--- config.mk ---
export PLATFORM = sky130hd
export DESIGN_NAME = jss_ctrl
export DESIGN_NICKNAME = d
export VERILOG_FILES = /design/src/rtl/jss_pkg.sv /design/src/rtl/jss_ctrl.sv
export SDC_FILE = /design/constraint.sdc
export NUM_CORES = 1
export LEC_CHECK = 0
export BUFFER_PORTS_ARGS = -buffer_cell sky130_fd_sc_hd__buf_2
export CAP_MARGIN = 10
export CORE_AREA = 2 2 39 41
export CTS_BUF_LIST = sky130_fd_sc_hd__clkbuf_4 sky130_fd_sc_hd__clkbuf_8
export DETAILED_ROUTE_END_ITERATION = 8
export DIE_AREA = 0 0 41 43
export PLACE_DENSITY = 0.72
export SLEW_MARGIN = 20
export SYNTH_ARGS = -nofsm -noshare
export SYNTH_HDL_FRONTEND = slang
export SYNTH_SLANG_ARGS = --single-unit
--- constraint.sdc ---
create_clock -name clk -period 2 [get_ports clk]
set_clock_uncertainty 0.2 [all_clocks]
set_input_delay 0.6 -clock clk [delete_from_list [all_inputs] [get_ports clk]]
set_output_delay 0.6 -clock clk [all_outputs]
set_load 0.02 [all_outputs]
--- src/rtl/jss_pkg.sv ---
// Package for the seven-point Jacobi sweep block.
// Holds the word types, register codes, controller states and command structs.
// Has no dependencies; every other file imports it.
package jss_pkg;

	localparam int MAX_GRID     = 256;
	localparam int VALUE_BITS   = 32;
	localparam int FRAC_BITS    = 24;
	localparam int CENTER_FRAC  = 40;
	localparam int GRID_W       = 9;
	localparam int ADDR_W       = 17;
	localparam int SPAN_W       = ADDR_W + 1;
	localparam int WINDOW_DEPTH = 2 * MAX_GRID * MAX_GRID;
	localparam int SUM_W        = VALUE_BITS + 3;
	localparam int RHO_W        = 42;
	localparam int MUL_M_W      = 64;
	localparam int MUL_B_W      = 48;
	localparam int MUL_DIGIT    = 8;
	localparam int MUL_STEPS    = MUL_B_W / MUL_DIGIT;
	localparam int MUL_P_W      = MUL_M_W + MUL_B_W;
	localparam int CFG_IDX_W    = 3;
	localparam int CFG_DATA_W   = 48;

	localparam logic [CFG_IDX_W-1:0] CFG_GRID_SIZE  = 3'd0;
	localparam logic [CFG_IDX_W-1:0] CFG_STEP_H     = 3'd1;
	localparam logic [CFG_IDX_W-1:0] CFG_INV_H_SQ   = 3'd2;
	localparam logic [CFG_IDX_W-1:0] CFG_INV_CENTER = 3'd3;
	localparam logic [CFG_IDX_W-1:0] CFG_EPS        = 3'd4;

	localparam logic KIND_DATA  = 1'b0;
	localparam logic KIND_FLUSH = 1'b1;

	typedef struct packed {
		logic                         kind;
		logic signed [VALUE_BITS-1:0] old_value;
	} in_word_t;

	typedef struct packed {
		logic signed [VALUE_BITS-1:0] new_value;
		logic                         is_last;
		logic                         converged;
		logic [VALUE_BITS-1:0]        max_error;
	} out_word_t;

	typedef enum logic [3:0] {
		ST_IDLE,
		ST_READ,
		ST_WRITE,
		ST_M1GO,
		ST_M1WAIT,
		ST_SUB,
		ST_M2GO,
		ST_M2WAIT,
		ST_NV,
		ST_FIN
	} state_t;

	typedef enum logic [2:0] {
		SEL_CENTER,
		SEL_XM,
		SEL_XP,
		SEL_YM,
		SEL_YP,
		SEL_ZM
	} rd_sel_t;

	typedef struct packed {
		logic    take;
		logic    rd_en;
		rd_sel_t rd_sel;
		logic    wr;
		logic    mul_start;
		logic    mul_sel;
		logic    sub;
		logic    nv;
		logic    fin;
	} cmd_t;

	typedef struct packed {
		logic emit_now;
		logic write_now;
		logic emit_q;
		logic mul_done;
		logic out_free;
	} stat_t;

endpackage

--- src/rtl/jss_ctrl.sv ---
// Controller state machine that sequences window reads, the write, both
// multiplications and the result hand-off. Depends on jss_pkg.
module jss_ctrl import jss_pkg::*; (
	input  logic  clk,
	input  logic  arst_n,
	input  logic  in_valid,
	output logic  in_ready,
	input  stat_t stat,
	output cmd_t  cmd
);

	state_t     state_q, state_d;
	logic [2:0] cnt_q, cnt_d;

	always_ff @(posedge clk or negedge arst_n) begin
		if (!arst_n) begin
			state_q <= ST_IDLE;
			cnt_q   <= '0;
		end else begin
			state_q <= state_d;
			cnt_q   <= cnt_d;
		end
	end

	always_comb begin
		state_d  = state_q;
		cnt_d    = cnt_q;
		in_ready = 1'b0;
		cmd      = '0;
		cmd.rd_sel = SEL_CENTER;
		unique case (state_q)
			ST_IDLE: begin
				in_ready = 1'b1;
				if (in_valid) begin
					cmd.take = 1'b1;
					cnt_d    = '0;
					if (stat.emit_now) begin
						state_d = ST_READ;
					end else if (stat.write_now) begin
						state_d = ST_WRITE;
					end
				end
			end
			ST_READ: begin
				cmd.rd_en  = 1'b1;
				cmd.rd_sel = rd_sel_t'(cnt_q);
				cnt_d      = cnt_q + 3'd1;
				if (rd_sel_t'(cnt_q) == SEL_ZM) begin
					state_d = ST_WRITE;
				end
			end
			ST_WRITE: begin
				cmd.wr  = 1'b1;
				state_d = stat.emit_q ? ST_M1GO : ST_IDLE;
			end
			ST_M1GO: begin
				cmd.mul_start = 1'b1;
				state_d       = ST_M1WAIT;
			end
			ST_M1WAIT: begin
				if (stat.mul_done) begin
					state_d = ST_SUB;
				end
			end
			ST_SUB: begin
				cmd.sub = 1'b1;
				state_d = ST_M2GO;
			end
			ST_M2GO: begin
				cmd.mul_start = 1'b1;
				cmd.mul_sel   = 1'b1;
				state_d       = ST_M2WAIT;
			end
			ST_M2WAIT: begin
				cmd.mul_sel = 1'b1;
				if (stat.mul_done) begin
					state_d = ST_NV;
				end
			end
			ST_NV: begin
				cmd.nv  = 1'b1;
				state_d = ST_FIN;
			end
			ST_FIN: begin
				if (stat.out_free) begin
					cmd.fin = 1'b1;
					state_d = ST_IDLE;
				end
			end
			default: state_d = ST_IDLE;
		endcase
	end

endmodule

-- After elaboration in Yosys (flattened, before gate mapping)
Cells that the tools add are included.
- add/sub/neg operators: 1
- eq/ne operators: 16
- multiplexer cells: 22
- reductions and logical operators: 6
- operators by type and width (cell ; count):
    $pmux W4 S10 ; 1
    $mux W4 ; 8
    $eq A4 B3 Y1 const B ; 4
    $mux W1 ; 10
    $ne A2 B2 Y1 const B ; 5
    $eq A4 B2 Y1 const B ; 2
    $eq A4 B4 Y1 const B ; 2
    $pmux W3 S2 ; 1
    $reduce_and A6 Y1 ; 1
    $eq A4 B1 Y1 const B ; 1
    $logic_not A4 Y1 ; 1
    $reduce_or A2 Y1 ; 2
    $add A3 B1 Y3 const B ; 1
    $eq A3 B3 Y1 const B ; 1
    $mux W3 ; 1
    $ne A3 B3 Y1 const B ; 1
    $mux W2 ; 1
    $reduce_and A2 Y1 ; 1
    $reduce_bool A2 Y1 ; 1
- bits in registers: 7
- input port bits: 8
- output and inout bits: 12

-- Logic depth before layout (Yosys ltp)
- word-level depth: 4
- mapped depth: 6

-- Worst setup path before layout
Ideal clock, no wire load.
- path kind: register -> output
- start: register state_q[0]
- end: output port cmd[10] in the netlist's numbering
- arrival time: 1488 ps
- data required time: 1200 ps
- slack: -288 ps
- stages on the path, launching flop included: 4
- path through: dfrtp_1 > buf_2 > nor4_2 > and2_1
- RTL lines (item ; RTL line ; RTL):
    start: declaration ; jss_ctrl.sv:12 ; state_t state_q, state_d;
    start signal: assignment ; jss_ctrl.sv:20 ; state_q <= state_d;
    end: declaration ; jss_ctrl.sv:9 ; output cmd_t cmd

==> impl_metrics.py <==
metrics = {
    "status": {
        "status": "complete, but fails checks",
        "violations": "setup timing",
    },
    "floorplan": {
        "die_h_um": 43,
        "fp.dieW_um": 41,
        "ios": 20,
        "start_util_pct": 43.1,
        "core_area_mm2": 0.00138,
        "dieArea_mm2": 0.00176,
        "rows": 14,
    },
    "detailed_routing": {
        "postRouteAntennaNets": 0,
        "route.detailed.drc": 0,
        "wirelength_mm": 1.73,
        "drt_iter0_drc": 7,
        "first_pass_iters": 4,
        "vias": 647,
        "top_layer": "met4",
        "post_drt_via_cell_ratio": 5.09,
        "wl_per_cell_um": 13.6,
        "dr_wl_met3_um": 53,
        "wl_met2_um": 925,
        "wl_met1_um": 720,
    },
    "timing": {
        "hold_viol": 0,
        "post-route-min-period_ps": 2210,
        "slew-limit-headroom_pct": 77.5,
        "worst_slew_pin_slew_ps": 335,
        "fin_crit_sh_pct": 110,
        "drv_slew": 0,
        "setup_ws_ps": -209,
        "rsz0062_at_grt": "true",
        "max_freq_mhz": 453,
        "setup_viol": 12,
    },
    "critical_path": {
        "endpoint_kind": "output pin",
        "cpPeakStageDelay_ps": 450,
        "cp.arrival_ps": 1410,
        "crit_path_start_kind": "flip-flop",
        "cp_cell_sequence": "nor4b_4 > and2_4 > buf_6",
        "crit_path_top_delay_cell": "dfrtp_2",
        "worstSetupPathType": "flip-flop to output pin",
        "crit_required_ps": 1200,
        "path_max_fanout": 5,
    },
    "power_and_ir_drop": {
        "p_int_mw": 1.07,
        "netSwitchingPower_uw": 708,
        "clockPowerShare_pct": 7.5,
        "p_seq_share_pct": 15.8,
        "combPwrFrac_pct": 76.7,
        "power.total_mw": 1.78,
        "pwr_density_cell_mw_per_mm2": 1540,
        "swShare_pct": 39.8,
        "leakage_nw": 0.548,
        "max-vdd-ir-drop_mv": 0.932,
    },
    "global_routing": {
        "grt-ovfl-total": 0,
        "grt_pass1_vias": 608,
        "grt_pass1_wl_mm": 2.53,
        "grt.total_usage_pct": 21.5,
        "antenna_found_initial": 0,
        "grt_max_degree": 14,
    },
    "logic_synthesis": {
        "synth_ff_type": "dfrtp_1",
        "ys_warn_count": 0,
        "ys_ff_latch": 7,
        "syn_area_um2": 597,
        "yosysTopAreaCellShare_pct": 29.4,
        "synthArstFlopShare_pct": 100,
        "synth.yosys.seq_area_share_pct": 29.4,
        "synth_nets": 75,
        "netlist_top_cells_area": "dfrtp_1, and2_1, nor2_1",
        "yosysTopAreaCell": "dfrtp_1",
        "yosysUniqueCellTypes": 33,
        "ys_top_cells_by_count": "dfrtp_1, nor2_1, and2_1, inv_1, nand2_1",
        "synth-edff-count": 0,
        "synthCells": 65,
        "avgSynthCellArea_um2": 9.18,
    },
    "placed_design": {
        "numPortBuffers": 19,
        "place_congestion": 0.745,
        "dp_cells": 104,
        "dp_hpwl_mm": 1.05,
    },
    "layout": {
        "area_delta_synth_final_pct": 93.3,
        "finalNonFillerCells": 127,
        "layout-drive-gt1-share_pct": 68.5,
        "antenna_cells": 0,
        "num-fill-cells": 72,
        "nNetsFinal": 122,
    },
    "clock_tree": {
        "cts_buffer_depth": 2,
        "insertion_delay_ps": 240,
        "clkTransAtPathRegs_ps": 50,
        "cts_root_buf": "clkbuf_4",
        "cts_tree": "done",
        "cts_buffers": 3,
        "htreeDepth": 1,
        "clock_sinks": 7,
    },
    "run": {
        "cap_violations": 0,
    },
    "worst_hold_path": {
        "hold_path_class": "input port to flip-flop",
    },
}
## path summary, 6_finish.rpt
path | start | end | slack [ps] | cells past startpoint
max in group asynchronous | arst_n | state_q[3] | 920 | 2
setup reg to reg | state_q[2] | state_q[0] | 40 | 5
hold / removal | stat[1] | state_q[2] | 400 | 2
setup / recovery | state_q[3] | cmd[8] | -210 | 3
min in group asynchronous | arst_n | cnt_q[2] | 520 | 2
hold reg to reg | cnt_q[2] | cnt_q[2] | 400 | 2
## power by group through the flow
| stage | combinational, mW | clock [mW] | sequential (mW) |
|---|---|---|---|
| after global routing | 1.46 | 0.150 | 0.288 |
| final | 1.36 | 0.134 | 0.281 |
| after floorplan | 0.594 | 0 | 0.257 |
| after detailed placement | 0.837 | 0 | 0.276 |
| after CTS | 1.16 | 0.137 | 0.279 |
| after global placement | 0.819 | 0 | 0.272 |
## area by class of cell
class	instances	area [um^2]	share of cell area, %
flip-flops and latches	7	178	15.4
well taps	16	20.0	1.74
clock buffers	4	30.0	2.60
repair buffers	46	408	35.4
multi-input cells	50	503	43.6
inverters	4	15.0	1.30
## critical path, delay by kind of cell (launching register included)
| family | cells | cell delay (ps) |
|---|---|---|
| buffers and inverters | 1 | 110 |
| AND/OR/NAND/NOR | 2 | 620 |
| flip-flops | 1 | 450 |
## registers in the layout, summed over array words and instances (netlist names)
| signal | flops |
|---|---|
| state_q | 4 |
| cnt_q | 3 |
## per-layer routing
layer  up-vias  GRT usage, %
li1        321             -
met1       305          25.4
met2        17          36.6
met3         4          3.66
met4         0          8.00
met5         -             0
## placed cells by master (no fill, tap or decap), types with 2 or more instances in the layout
cell,instances
dfrtp_1,5
clkbuf_4,4
buf_12,2
a211oi_1,2
dfrtp_2,2
nand2_1,3
nor3_4,2
nor4b_4,2
and2_4,5
nor2_1,6
buf_2,7
buf_4,20
mux2_4,2
xnor2_1,2
nand2_2,2
nand2b_4,2
ha_1,2
buf_6,15
inv_1,3
## stage by stage
stage / setup TNS (ps) / worst slack (ps) / cell area (um^2) / util (%) / hold WS, ps
detailed placement: 0 / 32.6 / 788 / 57.0 / 239
global placement: 0 / 44.4 / 788 / 57.0 / 240
global route: -2530 / -273 / 1150 / 83.4 / 393
floorplan: -624 / -173 / 621 / - / 104
CTS: -1750 / -206 / 1050 / 76.2 / 401
finish: -1790 / -209 / 1150 / 83.4 / 400
## what timing repair did
action                                  CTS  global route
resized for setup                        35            16
hold endpoints to repair                  7             0
endpoints found under the setup margin   12            15
hold buffers                              1             0
setup buffers                            14             4
pin swaps                                 9             5
gates cloned                              0             0
## kinds of logic after synthesis
kind of cell	Yosys count	synth area share, %
simple gates	30	31.0
compound gates	11	16.8
buf+inv	8	7.34
flops	7	29.4
xor+xnor	4	5.87
mux	3	5.45
fa+ha+maj	2	4.19
(Power assumes the default switching activity.)
